--- src/pwc_pkg.sv ---
// ----------------------------------------------------------------------------
// pwc_pkg
// Shared widths, fixed-point constants, register indexes and the command and
// status groups that join the clipper controller and datapath.
// ----------------------------------------------------------------------------
package pwc_pkg;

  localparam int CW   = 16;        // coordinate width
  localparam int NW   = CW + 1;    // width of a coordinate difference
  localparam int QF   = 16;        // fraction bits of a segment parameter
  localparam int PARW = QF + 4;    // parameter width, room for the sentinels
  localparam int QB   = QF + 3;    // raw quotient bits (one extra fraction bit)
  localparam int PW   = QF + 2 + NW; // product of parameter and difference
  localparam int IDXW = 3;         // config register index width

  typedef logic signed [CW-1:0]   coord_t;
  typedef logic signed [NW-1:0]   diff_t;
  typedef logic signed [PARW-1:0] param_t;
  typedef logic signed [PW-1:0]   prod_t;

  localparam param_t Q_ONE  = param_t'(64'sd1 <<< QF);
  localparam param_t Q_MAXV = param_t'((64'sd1 <<< (QF + 1)) - 1);
  localparam param_t Q_MINV = param_t'(-(64'sd1 <<< (QF + 1)));
  localparam param_t Q_INF  = param_t'(64'sd1 <<< (QF + 2));

  localparam logic [IDXW-1:0] REG_LEFT   = 3'd0;
  localparam logic [IDXW-1:0] REG_RIGHT  = 3'd1;
  localparam logic [IDXW-1:0] REG_BOTTOM = 3'd2;
  localparam logic [IDXW-1:0] REG_TOP    = 3'd3;
  localparam logic [IDXW-1:0] REG_POLY   = 3'd4;
  localparam logic [IDXW-1:0] REG_CLOSED = 3'd5;

  localparam logic KIND_POINT = 1'b0;
  localparam logic KIND_PEN   = 1'b1;

  // divider operand select, one per Liang-Barsky parameter
  localparam logic [1:0] DIV_XIN  = 2'd0;
  localparam logic [1:0] DIV_YIN  = 2'd1;
  localparam logic [1:0] DIV_XOUT = 2'd2;
  localparam logic [1:0] DIV_YOUT = 2'd3;

  typedef struct packed {
    logic       load;
    logic       div_start;
    logic       div_cap;
    logic [1:0] div_idx;
    logic       mul0;
    logic       mul1;
    logic       fin;
    logic       decide;
    logic       out_en;
  } cmd_t;

  typedef struct packed {
    logic skip_div;
    logic div_done;
    logic out_done;
  } stat_t;

  function automatic diff_t ext1(input coord_t c);
    return {c[CW-1], c};
  endfunction

endpackage

--- src/polygon_window_clipper_core.sv ---
// ----------------------------------------------------------------------------
// polygon_window_clipper_core
// Clips a vertex stream to a rectangular window.
// ----------------------------------------------------------------------------
// Input stream: one beat per vertex or end-of-stream marker (tuser = 1).
// Output stream: up to three beats per input beat, tlast on the final one;
// tuser marks a pen-up beat, which carries zero coordinates. An input beat
// that yields nothing produces no output beat.
// The window and mode registers are written through cfg_we_i/cfg_idx_i/
// cfg_data_i; the user must do so only while the block is idle (not enforced).
// One beat is worked at a time. A vertex that closes a segment runs four
// divisions through one shared radix-2 divider of 19 steps, then two
// multiplies before its first output beat.
// A first vertex or an end marker skips the divisions and multiplies.
// tready returns in the cycle after the last output beat is taken; a stalled
// receiver holds the block, and the output beat stays on the port.
// Reset sets the full window, line mode, and starts a new stream.
// ----------------------------------------------------------------------------
module polygon_window_clipper_core
  import pwc_pkg::*;
(
  input  logic            clk_i,
  input  logic            rst_ni,
  input  logic            cfg_we_i,
  input  logic [IDXW-1:0] cfg_idx_i,
  input  logic [CW-1:0]   cfg_data_i,
  input  logic            s_axis_tvalid_i,
  output logic            s_axis_tready_o,
  input  logic [2*CW-1:0] s_axis_tdata_i,   // x_coord, y_coord
  input  logic            s_axis_tuser_i,   // action
  output logic            m_axis_tvalid_o,
  input  logic            m_axis_tready_i,
  output logic [2*CW-1:0] m_axis_tdata_o,   // out_x, out_y
  output logic            m_axis_tuser_o,   // kind
  output logic            m_axis_tlast_o
);

  cmd_t  cmd;
  stat_t stat;

  pwc_ctrl u_ctrl (
    .clk_i      (clk_i),
    .rst_ni     (rst_ni),
    .in_valid_i (s_axis_tvalid_i),
    .in_ready_o (s_axis_tready_o),
    .stat_i     (stat),
    .cmd_o      (cmd)
  );

  pwc_datapath u_dp (
    .clk_i       (clk_i),
    .rst_ni      (rst_ni),
    .cmd_i       (cmd),
    .stat_o      (stat),
    .cfg_we_i    (cfg_we_i),
    .cfg_idx_i   (cfg_idx_i),
    .cfg_data_i  (cfg_data_i),
    .in_data_i   (s_axis_tdata_i),
    .in_user_i   (s_axis_tuser_i),
    .out_valid_o (m_axis_tvalid_o),
    .out_ready_i (m_axis_tready_i),
    .out_data_o  (m_axis_tdata_o),
    .out_user_o  (m_axis_tuser_o),
    .out_last_o  (m_axis_tlast_o)
  );

  a_one_side: assert property (@(posedge clk_i) disable iff (!rst_ni)
    s_axis_tready_o |-> !m_axis_tvalid_o) else $error("input and output both open");

endmodule

--- src/pwc_div.sv ---
// ----------------------------------------------------------------------------
// pwc_div
// Restoring radix-2 divider for one segment parameter: num / den in Q2.16,
// rounded to nearest with ties away from zero, saturated to [-2, 2).
// ----------------------------------------------------------------------------
module pwc_div
  import pwc_pkg::*;
(
  input  logic   clk_i,
  input  logic   rst_ni,
  input  logic   start_i,
  input  diff_t  num_i,
  input  diff_t  den_i,
  output logic   done_o,
  output param_t quo_o
);

  localparam int CNTW = $clog2(QB);

  logic [NW-1:0]   num_mag, den_mag;
  logic            busy_q, done_q, neg_q, ovf_q;
  logic [CNTW-1:0] cnt_q;
  logic [NW-1:0]   rem_q, dsr_q;
  logic [QB-1:0]   sh_q, quo_q;
  param_t          res_q;

  logic [NW:0]     t, diff;
  logic            ge;
  logic [QB-1:0]   qfin, rmag;
  logic [QB:0]     rsum;
  param_t          res_d;

  assign num_mag = num_i[NW-1] ? (~num_i + 1'b1) : num_i;
  assign den_mag = den_i[NW-1] ? (~den_i + 1'b1) : den_i;

  assign t    = {rem_q, sh_q[QB-1]};
  assign ge   = t >= {1'b0, dsr_q};
  assign diff = t - {1'b0, dsr_q};
  assign qfin = {quo_q[QB-2:0], ge};
  assign rsum = {1'b0, qfin} + 1'b1;
  assign rmag = rsum[QB:1];

  always_comb begin
    if (ovf_q) begin
      res_d = neg_q ? Q_MINV : Q_MAXV;
    end else if (!neg_q && ({1'b0, rmag} > Q_MAXV)) begin
      res_d = Q_MAXV;
    end else if (neg_q && ({1'b0, rmag} > -Q_MINV)) begin
      res_d = Q_MINV;
    end else if (neg_q) begin
      res_d = -$signed({1'b0, rmag});
    end else begin
      res_d = $signed({1'b0, rmag});
    end
  end

  always_ff @(posedge clk_i or negedge rst_ni) begin
    if (!rst_ni) begin
      busy_q <= 1'b0;
      done_q <= 1'b0;
      cnt_q  <= '0;
    end else begin
      done_q <= 1'b0;
      if (start_i) begin
        busy_q <= 1'b1;
        cnt_q  <= '0;
      end else if (busy_q) begin
        cnt_q <= cnt_q + 1'b1;
        if (cnt_q == CNTW'(QB - 1)) begin
          busy_q <= 1'b0;
          done_q <= 1'b1;
        end
      end
    end
  end

  always_ff @(posedge clk_i) begin
    if (start_i) begin
      neg_q <= num_i[NW-1] ^ den_i[NW-1];
      ovf_q <= {2'b00, num_mag} >= {den_mag, 2'b00};
      dsr_q <= den_mag;
      rem_q <= num_mag >> 2;
      sh_q  <= {num_mag[1:0], {(QB-2){1'b0}}};
      quo_q <= '0;
    end else if (busy_q) begin
      rem_q <= ge ? diff[NW-1:0] : t[NW-1:0];
      sh_q  <= sh_q << 1;
      quo_q <= qfin;
      if (cnt_q == CNTW'(QB - 1)) begin
        res_q <= res_d;
      end
    end
  end

  assign done_o = done_q;
  assign quo_o  = res_q;

  a_done_pulse: assert property (@(posedge clk_i) disable iff (!rst_ni)
    done_o |=> !done_o) else $error("divider done held");
  a_no_restart: assert property (@(posedge clk_i) disable iff (!rst_ni)
    start_i |-> !busy_q) else $error("divider restarted while busy");
  a_done_after_busy: assert property (@(posedge clk_i) disable iff (!rst_ni)
    done_o |-> $past(busy_q)) else $error("done without a run");

endmodule

--- src/pwc_datapath.sv ---
// ----------------------------------------------------------------------------
// pwc_datapath
// Window registers, stream state, parameter registers, intersection
// multiplier and the three-entry result buffer of the clipper.
// ----------------------------------------------------------------------------
module pwc_datapath
  import pwc_pkg::*;
(
  input  logic            clk_i,
  input  logic            rst_ni,
  input  cmd_t            cmd_i,
  output stat_t           stat_o,
  input  logic            cfg_we_i,
  input  logic [IDXW-1:0] cfg_idx_i,
  input  logic [CW-1:0]   cfg_data_i,
  input  logic [2*CW-1:0] in_data_i,
  input  logic            in_user_i,
  output logic            out_valid_o,
  input  logic            out_ready_i,
  output logic [2*CW-1:0] out_data_o,
  output logic            out_user_o,
  output logic            out_last_o
);

  coord_t left_q, right_q, bottom_q, top_q;
  logic   poly_q, closed_q;

  coord_t x_q, y_q, px_q, py_q, sx_q, sy_q;
  logic   act_q, fp_q, ea_q;

  param_t par_q [4];
  logic   ent_ax_q, ext_ax_q;
  prod_t  prod_q;
  coord_t ent_q, ext_q;

  logic   rk_q [3];
  coord_t rx_q [3];
  coord_t ry_q [3];
  logic [1:0] cnt_q, rd_q;

  coord_t xmin, xmax, ymin, ymax;
  diff_t  dx, dy;
  coord_t xin, yin, xout, yout;
  diff_t  div_num, div_den;
  logic   div_done;
  param_t div_quo, sent;
  logic   zero_d;

  always_ff @(posedge clk_i or negedge rst_ni) begin
    if (!rst_ni) begin
      left_q   <= coord_t'(-(64'sd1 <<< (CW - 1)));
      right_q  <= coord_t'((64'sd1 <<< (CW - 1)) - 1);
      bottom_q <= coord_t'(-(64'sd1 <<< (CW - 1)));
      top_q    <= coord_t'((64'sd1 <<< (CW - 1)) - 1);
      poly_q   <= 1'b0;
      closed_q <= 1'b0;
    end else if (cfg_we_i) begin
      case (cfg_idx_i)
        REG_LEFT:   left_q   <= cfg_data_i;
        REG_RIGHT:  right_q  <= cfg_data_i;
        REG_BOTTOM: bottom_q <= cfg_data_i;
        REG_TOP:    top_q    <= cfg_data_i;
        REG_POLY:   poly_q   <= cfg_data_i[0];
        REG_CLOSED: closed_q <= cfg_data_i[0];
        default: ;
      endcase
    end
  end

  assign xmin = (left_q < right_q) ? left_q : right_q;
  assign xmax = (left_q < right_q) ? right_q : left_q;
  assign ymin = (bottom_q < top_q) ? bottom_q : top_q;
  assign ymax = (bottom_q < top_q) ? top_q : bottom_q;

  assign dx = ext1(x_q) - ext1(px_q);
  assign dy = ext1(y_q) - ext1(py_q);

  // entry and exit edges per axis; a flat axis picks by where prev lies
  always_comb begin
    if (dx > 0) begin
      xin = xmin; xout = xmax;
    end else if (dx < 0) begin
      xin = xmax; xout = xmin;
    end else begin
      xin  = (px_q > xmax) ? xmin : xmax;
      xout = (px_q > xmax) ? xmax : xmin;
    end
    if (dy > 0) begin
      yin = ymin; yout = ymax;
    end else if (dy < 0) begin
      yin = ymax; yout = ymin;
    end else begin
      yin  = (py_q > ymax) ? ymin : ymax;
      yout = (py_q > ymax) ? ymax : ymin;
    end
  end

  always_comb begin
    case (cmd_i.div_idx)
      DIV_XIN: begin
        div_num = ext1(xin) - ext1(px_q);  div_den = dx;
        zero_d  = (dx == 0);  sent = -Q_INF;
      end
      DIV_YIN: begin
        div_num = ext1(yin) - ext1(py_q);  div_den = dy;
        zero_d  = (dy == 0);  sent = -Q_INF;
      end
      DIV_XOUT: begin
        div_num = ext1(xout) - ext1(px_q); div_den = dx;
        zero_d  = (dx == 0);
        sent    = (px_q < xmin || px_q > xmax) ? -Q_INF : Q_INF;
      end
      default: begin
        div_num = ext1(yout) - ext1(py_q); div_den = dy;
        zero_d  = (dy == 0);
        sent    = (py_q < ymin || py_q > ymax) ? -Q_INF : Q_INF;
      end
    endcase
  end

  pwc_div u_div (
    .clk_i   (clk_i),
    .rst_ni  (rst_ni),
    .start_i (cmd_i.div_start),
    .num_i   (div_num),
    .den_i   (div_den),
    .done_o  (div_done),
    .quo_o   (div_quo)
  );

  param_t axin, ayin, axout, ayout;
  assign axin  = par_q[0];
  assign ayin  = par_q[1];
  assign axout = par_q[2];
  assign ayout = par_q[3];

  // prev + round(param * delta), clamped to the axis range
  function automatic coord_t fin(input prod_t p, input coord_t base,
                                 input coord_t lo, input coord_t hi);
    logic [PW-1:0]             mag;
    logic [PW-1:0]             tmp;
    logic [PW-QF-1:0]          r;
    logic signed [PW-QF:0]     sv;
    logic signed [PW-QF+1:0]   sum;
    mag = p[PW-1] ? (~p + 1'b1) : p;
    tmp = mag + PW'(64'd1 << (QF - 1));
    r   = tmp[PW-1:QF];
    sv  = p[PW-1] ? -$signed({1'b0, r}) : $signed({1'b0, r});
    sum = (PW-QF+2)'(base) + (PW-QF+2)'(sv);
    if (sum < (PW-QF+2)'(lo)) begin
      return lo;
    end else if (sum > (PW-QF+2)'(hi)) begin
      return hi;
    end
    return sum[CW-1:0];
  endfunction

  logic signed [QF+1:0] mul_a;
  diff_t                mul_b;
  logic                 mul_ax;

  always_comb begin
    if (cmd_i.mul1) begin
      mul_ax = axout < ayout;
      mul_a  = mul_ax ? axout[QF+1:0] : ayout[QF+1:0];
      mul_b  = mul_ax ? dy : dx;
    end else begin
      mul_ax = axin > ayin;
      mul_a  = mul_ax ? axin[QF+1:0] : ayin[QF+1:0];
      mul_b  = mul_ax ? dy : dx;
    end
  end

  // ---- result decision -----------------------------------------------------
  logic   ck [4];
  logic   cen [4];
  coord_t cx [4];
  coord_t cy [4];
  logic   rk_d [3];
  coord_t rx_d [3];
  coord_t ry_d [3];
  logic [1:0] n_d;
  logic   ea_d, st_upd;
  coord_t sx_d, sy_d;

  param_t ain1, ain2, aout1;
  logic   go, degen, main, in_win;

  always_comb begin
    ain1  = (axin < ayin) ? axin : ayin;
    ain2  = (axin < ayin) ? ayin : axin;
    aout1 = (axout < ayout) ? axout : ayout;
    go    = (ain1 <= Q_ONE) && (ain2 <= Q_ONE);
    degen = (ain2 <= 0) && (aout1 <= 0);
    main  = go && !degen && (ain2 <= aout1);
    in_win = (x_q >= xmin) && (x_q <= xmax) && (y_q >= ymin) && (y_q <= ymax);

    for (int i = 0; i < 4; i++) begin
      ck[i] = KIND_POINT; cen[i] = 1'b0; cx[i] = '0; cy[i] = '0;
    end
    ck[3] = KIND_PEN;

    if (act_q) begin
      cen[2] = poly_q && closed_q && ea_q;
      cx[2]  = sx_q; cy[2] = sy_q;
      cen[3] = 1'b1;
    end else if (fp_q) begin
      cen[2] = in_win;
      cx[2]  = x_q; cy[2] = y_q;
    end else begin
      // corner before entering
      cen[0] = (ain1 <= Q_ONE) && (ain1 > 0) && poly_q;
      cx[0]  = xin; cy[0] = yin;
      // entry intersection
      cen[1] = main && (ain2 > 0);
      cx[1]  = ent_ax_q ? xin : ent_q;
      cy[1]  = ent_ax_q ? ent_q : yin;
      // exit intersection, end point or turning corner
      if (main) begin
        cen[2] = 1'b1;
        if (aout1 < Q_ONE) begin
          cx[2] = ext_ax_q ? xout : ext_q;
          cy[2] = ext_ax_q ? ext_q : yout;
        end else begin
          cx[2] = x_q; cy[2] = y_q;
        end
      end else begin
        cen[2] = go && !degen && poly_q;
        cx[2]  = (axin > ayin) ? xin : xout;
        cy[2]  = (axin > ayin) ? yout : yin;
      end
      // pen-up: leaving the window, or exit right at the start point
      cen[3] = !poly_q && ((main && (aout1 < Q_ONE)) || (go && degen && (aout1 == 0)));
    end

    n_d = '0;
    for (int i = 0; i < 3; i++) begin
      rk_d[i] = KIND_POINT; rx_d[i] = '0; ry_d[i] = '0;
    end
    for (int i = 0; i < 4; i++) begin
      if (cen[i] && n_d != 2'd3) begin
        rk_d[n_d] = ck[i];
        rx_d[n_d] = cx[i];
        ry_d[n_d] = cy[i];
        n_d = n_d + 1'b1;
      end
    end

    sx_d = cx[2]; sy_d = cy[2];
    if (cen[1]) begin
      sx_d = cx[1]; sy_d = cy[1];
    end
    if (cen[0]) begin
      sx_d = cx[0]; sy_d = cy[0];
    end
    st_upd = !act_q && !ea_q && poly_q && closed_q && (cen[0] || cen[1] || cen[2]);
    ea_d   = act_q ? 1'b0 : (ea_q || cen[0] || cen[1] || cen[2]);
  end

  // ---- registers -----------------------------------------------------------
  logic out_hs, out_last;

  assign out_valid_o = cmd_i.out_en && (rd_q != cnt_q);
  assign out_last    = (rd_q == cnt_q - 1'b1);
  assign out_hs      = out_valid_o && out_ready_i;

  always_ff @(posedge clk_i or negedge rst_ni) begin
    if (!rst_ni) begin
      fp_q  <= 1'b1;
      ea_q  <= 1'b0;
      px_q  <= '0;
      py_q  <= '0;
      sx_q  <= '0;
      sy_q  <= '0;
      cnt_q <= '0;
      rd_q  <= '0;
    end else begin
      if (cmd_i.decide) begin
        cnt_q <= n_d;
        rd_q  <= '0;
        ea_q  <= ea_d;
        fp_q  <= act_q;
        if (!act_q) begin
          px_q <= x_q;
          py_q <= y_q;
        end
        if (st_upd) begin
          sx_q <= sx_d;
          sy_q <= sy_d;
        end
      end else if (out_hs) begin
        rd_q <= rd_q + 1'b1;
      end
    end
  end

  always_ff @(posedge clk_i) begin
    if (cmd_i.load) begin
      act_q <= in_user_i;
      x_q   <= in_data_i[CW-1:0];
      y_q   <= in_data_i[2*CW-1:CW];
    end
    if (cmd_i.div_cap) begin
      par_q[cmd_i.div_idx] <= zero_d ? sent : div_quo;
    end
    if (cmd_i.mul0) begin
      ent_ax_q <= mul_ax;
      prod_q   <= mul_a * mul_b;
    end
    if (cmd_i.mul1) begin
      ent_q    <= ent_ax_q ? fin(prod_q, py_q, ymin, ymax) : fin(prod_q, px_q, xmin, xmax);
      ext_ax_q <= mul_ax;
      prod_q   <= mul_a * mul_b;
    end
    if (cmd_i.fin) begin
      ext_q <= ext_ax_q ? fin(prod_q, py_q, ymin, ymax) : fin(prod_q, px_q, xmin, xmax);
    end
    if (cmd_i.decide) begin
      for (int i = 0; i < 3; i++) begin
        rk_q[i] <= rk_d[i];
        rx_q[i] <= rx_d[i];
        ry_q[i] <= ry_d[i];
      end
    end
  end

  assign out_data_o = {ry_q[rd_q], rx_q[rd_q]};
  assign out_user_o = rk_q[rd_q];
  assign out_last_o = out_last;

  assign stat_o.skip_div = act_q || fp_q;
  assign stat_o.div_done = div_done;
  assign stat_o.out_done = (cnt_q == 2'd0) || (out_hs && out_last);

  a_pen_zero: assert property (@(posedge clk_i) disable iff (!rst_ni)
    out_valid_o && out_user_o == KIND_PEN |-> out_data_o == '0)
    else $error("pen-up beat with nonzero data");
  a_rd_bound: assert property (@(posedge clk_i) disable iff (!rst_ni)
    cmd_i.out_en |-> rd_q <= cnt_q) else $error("read index past count");

endmodule

--- src/pwc_ctrl.sv ---
// ----------------------------------------------------------------------------
// pwc_ctrl
// Sequencer of the clipper: accepts one beat, runs four parameter divisions
// and two intersection products if it closes a segment, drains the results.
// ----------------------------------------------------------------------------
module pwc_ctrl
  import pwc_pkg::*;
(
  input  logic  clk_i,
  input  logic  rst_ni,
  input  logic  in_valid_i,
  output logic  in_ready_o,
  input  stat_t stat_i,
  output cmd_t  cmd_o
);

  localparam logic [3:0] S_IDLE = 4'd0;
  localparam logic [3:0] S_SEL  = 4'd1;
  localparam logic [3:0] S_DST  = 4'd2;
  localparam logic [3:0] S_DWT  = 4'd3;
  localparam logic [3:0] S_M0   = 4'd4;
  localparam logic [3:0] S_M1   = 4'd5;
  localparam logic [3:0] S_M2   = 4'd6;
  localparam logic [3:0] S_DEC  = 4'd7;
  localparam logic [3:0] S_OUT  = 4'd8;

  logic [3:0] state_q, state_d;
  logic [1:0] idx_q, idx_d;

  always_comb begin
    state_d = state_q;
    idx_d   = idx_q;
    cmd_o   = '0;
    cmd_o.div_idx = idx_q;
    in_ready_o = 1'b0;
    case (state_q)
      S_IDLE: begin
        in_ready_o = 1'b1;
        if (in_valid_i) begin
          cmd_o.load = 1'b1;
          idx_d      = DIV_XIN;
          state_d    = S_SEL;
        end
      end
      S_SEL: state_d = stat_i.skip_div ? S_DEC : S_DST;
      S_DST: begin
        cmd_o.div_start = 1'b1;
        state_d = S_DWT;
      end
      S_DWT: begin
        if (stat_i.div_done) begin
          cmd_o.div_cap = 1'b1;
          if (idx_q == DIV_YOUT) begin
            state_d = S_M0;
          end else begin
            idx_d   = idx_q + 1'b1;
            state_d = S_DST;
          end
        end
      end
      S_M0: begin
        cmd_o.mul0 = 1'b1;
        state_d = S_M1;
      end
      S_M1: begin
        cmd_o.mul1 = 1'b1;
        state_d = S_M2;
      end
      S_M2: begin
        cmd_o.fin = 1'b1;
        state_d = S_DEC;
      end
      S_DEC: begin
        cmd_o.decide = 1'b1;
        state_d = S_OUT;
      end
      S_OUT: begin
        cmd_o.out_en = 1'b1;
        if (stat_i.out_done) state_d = S_IDLE;
      end
      default: state_d = S_IDLE;
    endcase
  end

  always_ff @(posedge clk_i or negedge rst_ni) begin
    if (!rst_ni) begin
      state_q <= S_IDLE;
      idx_q   <= '0;
    end else begin
      state_q <= state_d;
      idx_q   <= idx_d;
    end
  end

  a_start_in_dst: assert property (@(posedge clk_i) disable iff (!rst_ni)
    cmd_o.div_start |=> state_q == S_DWT && !stat_i.div_done)
    else $error("divider start out of sequence");
  a_cap_last: assert property (@(posedge clk_i) disable iff (!rst_ni)
    cmd_o.div_cap && idx_q == DIV_YOUT |=> cmd_o.mul0)
    else $error("multiply did not follow last division");
  a_accept_leaves_idle: assert property (@(posedge clk_i) disable iff (!rst_ni)
    cmd_o.load |=> !in_ready_o) else $error("ready after accept");

endmodule

--- config.mk ---
export PLATFORM = sky130hd
export DESIGN_NAME = polygon_window_clipper_core
export DESIGN_NICKNAME = d
export VERILOG_FILES = /design/src/pwc_pkg.sv /design/src/polygon_window_clipper_core.sv /design/src/pwc_div.sv /design/src/pwc_datapath.sv /design/src/pwc_ctrl.sv
export SDC_FILE = /design/constraint.sdc
export NUM_CORES = 2
export LEC_CHECK = 0
export BUFFER_PORTS_ARGS = -buffer_cell sky130_fd_sc_hd__clkbuf_2
export CORE_MARGIN = 4
export CORE_UTILIZATION = 55
export DETAILED_ROUTE_END_ITERATION = 8
export PLACE_DENSITY = 0.74
export REMOVE_ABC_BUFFERS = 1
export SLEW_MARGIN = 20
export SYNTH_ARGS = -nofsm -noshare
export SYNTH_HDL_FRONTEND = slang
export SYNTH_SLANG_ARGS = --single-unit
--- constraint.sdc ---
create_clock -name clk_i -period 30.7 [get_ports clk_i]
set_input_delay 1.535 -clock clk_i [delete_from_list [all_inputs] [get_ports clk_i]]
set_output_delay 1.535 -clock clk_i [all_outputs]
set_load 0.05 [all_outputs]
==> out/qor.yml <==
outcome:
  outcome: "complete, no violations"
global_routing:
  grt-ovfl-total: 0
  grt_util_met3_pct: 7.53
  busiest_layer: "met2"
  antenna_found_initial: 2
  use_met2_pct: 53.6
  grtUsageTotal_pct: 34.9
  grt_pass1_wl_mm: 271
  grt_pass1_vias: 44063
  grt_max_degree: 91
  use_met1_pct: 45.6
timing:
  tightest_slew_ns: 1.22
  slew_violations: 0
  finalClockSkew_ns: 0.0807
  finalSetupViolations: 0
  hold_violations: 0
  fmax_mhz: 85.6
  fin_crit_sh_pct: 38.1
  rsz0062_at_grt: "no"
  fin_tns_setup_ns: 0
  slew_headroom_pct: 17.9
  period_minus_slack_ns: 11.68
finish:
  drive_gt1_share_pct: 10.5
  final.fill_count: 8204
  layout.cells.non_filler: 7173
  area_growth_pct: 8.40
  nets: 6757
clock_tree:
  numCtsBuffers: 57
  post_cts_resized: 0
  htree_levels: 2
  insertion_delay_ns: 0.72
  clock_path_buffers: 3
  hold_buffers: 0
  root_buffer: "clkbuf_16"
  postCtsSetupRepairBufs: 0
  cts_tree: "built"
  clk_pin_slew_ns: 0.06
  clkSinkCount: 506
drt:
  drt_iter0_drc: 5148
  vias: 45571
  firstDrtPassIters: 8
  drcViolationCount: 0
  wl_mm: 181
  vias_per_cell: 6.35
  ant_nets: 0
  routedWlPerCell_um: 25.2
placed_design:
  dpl.cell_count: 7058
  post-dp-hpwl_mm: 140
  globalplace.congestion: 1.03
  portBuffers: 92
floorplan:
  die-area_um2: 101000
  die_y_um: 319
  rows: 113
  io_pins: 93
  core_um2: 95300
  die_w_um: 319
  start_util_pct: 55.6
setup_path:
  crit_family: "compound AO/OA/AOI/OAI gates"
  crit_type: "reg2reg"
  slowest_stage: "mux2i_1"
  path_buf_inv: 5
  r2r_cells: 52
  crit_top_cell: "o21ai_0"
  crit_path_start_kind: "flop"
  path_max_fanout: 47
  crit_cells: 52
  slowest_delay_ns: 0.63
  worstPathRequired_ns: 31.07
  cp.arrival_ns: 12.06
  endpoint_kind: "flop"
worst_hold_path:
  whs_path_depth: 2
  hp-class: "reg2reg"
logic_synthesis:
  yosysTopAreaCellShare_pct: 19.1
  ys_ff_latch: 506
  netlist_area_um2: 53000
  synthTopCellsByCount: "nand2_1 (635), inv_1 (585), ha_1 (530)"
  syn_inst: 5779
  ys.flop_type: "edfxtp_1"
  ys_types: 97
  synth-warning-count: 0
  synth-seq-area-share_pct: 26.9
  yosysMostFrequentCell: "nand2_1"
  synth_area_leaders: "edfxtp_1 (19%), ha_1 (13%), fa_1 (12%)"
  synth_enable_flop_cells: 337
  yosysTopAreaCell: "edfxtp_1"
  syn_area_per_cell_um2: 9.18
  postSynth.asyncResetShare_pct: 29.4
flow_run:
  maxCapViolations: 0
-- through the flow --
stage          cell area [um2]  util, %  setup slack [ns]  hold WS, ns
2_1_floorplan            52200        -             17.34        0.452
4_1_cts                  57400     60.3             19.35        0.502
3_3_place_gp             55400     58.1             19.54        0.478
5_1_grt                  57500     60.3             18.10        0.542
6_report                 57500     60.3             19.02        0.504
3_5_place_dp             55400     58.1             19.44        0.488
-- placed cells by master (no fill, tap or decap), types with 26 or more instances in the layout --
cell | netlist | layout
mux2i_1 | 286 | 285
nand4_1 | 69 | 69
ha_1 | 530 | 530
a21o_1 | 84 | 84
buf_4 | 1 | 133
dfstp_2 | 33 | 33
inv_1 | 585 | 584
xor2_1 | 61 | 60
nand2_1 | 635 | 635
and3_1 | 37 | 35
a21oi_1 | 258 | 254
dfrtp_1 | 116 | 114
mux2_2 | 181 | 181
a211oi_1 | 40 | 40
clkbuf_16 | 0 | 58
o21a_1 | 40 | 40
clkbuf_2 | 0 | 91
fa_1 | 318 | 318
a311oi_1 | 27 | 27
nor4_1 | 43 | 43
a31oi_1 | 42 | 41
nor3_1 | 98 | 95
edfxtp_1 | 337 | 337
a22oi_1 | 26 | 26
nand2b_1 | 57 | 57
nor2b_1 | 82 | 82
o21ai_0 | 354 | 353
nor2_1 | 471 | 466
and2_1 | 54 | 53
nand3_1 | 78 | 78
xnor2_1 | 178 | 178
-- kinds of logic after synthesis --
| family | share of synthesized area, % |
|---|---|
| flip-flops | 26.9 |
| multiplexers | 9.51 |
| buffers and inverters | 5.73 |
| AO/OA/AOI/OAI | 14.2 |
| adder cells (fa/ha/maj) | 24.6 |
| AND/OR/NAND/NOR | 14.9 |
| XOR/XNOR | 4.01 |
-- tightest hold or removal path, cell delays in order, from the launching register on --
cell	delay, ns
dfrtp_1	0.34
mux2i_1	0.06
o21ai_0	0.07
-- per-layer routing --
layer  up-vias  share of wire [%]
li1      20548                  -
met1     22007                 39
met2      2391                 44
met3       625                 10
met4         0                7.4
met5         -                  0
-- state kept, by name, summed over array words and instances (netlist names), 3 cells and up --
| register | count |
|---|---|
| u_dp.u_div.dsr_q | 17 |
| u_dp.u_div.quo_q | 18 |
| u_dp.ry_q | 48 |
| u_dp.sx_q | 16 |
| u_dp.x_q | 16 |
| u_dp.left_q | 16 |
| u_dp.rk_q | 3 |
| u_dp.prod_q | 35 |
| u_dp.right_q | 16 |
| u_dp.u_div.rem_q | 17 |
| u_dp.y_q | 16 |
| u_ctrl.state_q | 4 |
| u_dp.px_q | 16 |
| u_dp.top_q | 16 |
| u_dp.bottom_q | 16 |
| u_dp.py_q | 16 |
| u_dp.rx_q | 48 |
| u_dp.ent_q | 16 |
| u_dp.ext_q | 16 |
| u_dp.sy_q | 16 |
| u_dp.u_div.cnt_q | 5 |
| u_dp.u_div.quo_o | 20 |
| u_dp.par_q | 80 |
-- worst paths after layout --
path | to | start | slack (ns)
worst min register to register | u_dp.sx_q[15]$_DFFE_PN0P_ | u_dp.sx_q[15]$_DFFE_PN0P_ | 0.50
worst max register to register | u_dp.u_div.ovf_q$_DFFE_PP_ | u_dp.top_q[2]$_DFFE_PN1P_ | 19.02
min in group asynchronous | u_dp.u_div.done_o$_DFF_PN0_ | rst_ni | 0.96
max in group asynchronous | u_dp.bottom_q[8]$_DFFE_PN0P_ | rst_ni | 28.13
worst max-delay path | u_dp.u_div.ovf_q$_DFFE_PP_ | u_dp.top_q[2]$_DFFE_PN1P_ | 19.02
worst min-delay path | u_dp.sx_q[15]$_DFFE_PN0P_ | u_dp.sx_q[15]$_DFFE_PN0P_ | 0.50
-- final cells by class --
type | count | area [um2] | area share [%]
multi-input cells | 4473 | 35900 | 62.4
clock inverters | 36 | 495 | 0.862
flip-flops and latches | 506 | 14300 | 24.9
inverters | 589 | 2210 | 3.85
clock buffers | 72 | 1550 | 2.70
repair buffers | 225 | 1470 | 2.55
well taps | 1265 | 1580 | 2.75
diodes | 7 | 17.5 | 0.0305
Power is not shown: default switching activity piles up to over one toggle a cycle in this logic, so the estimate is an artifact.
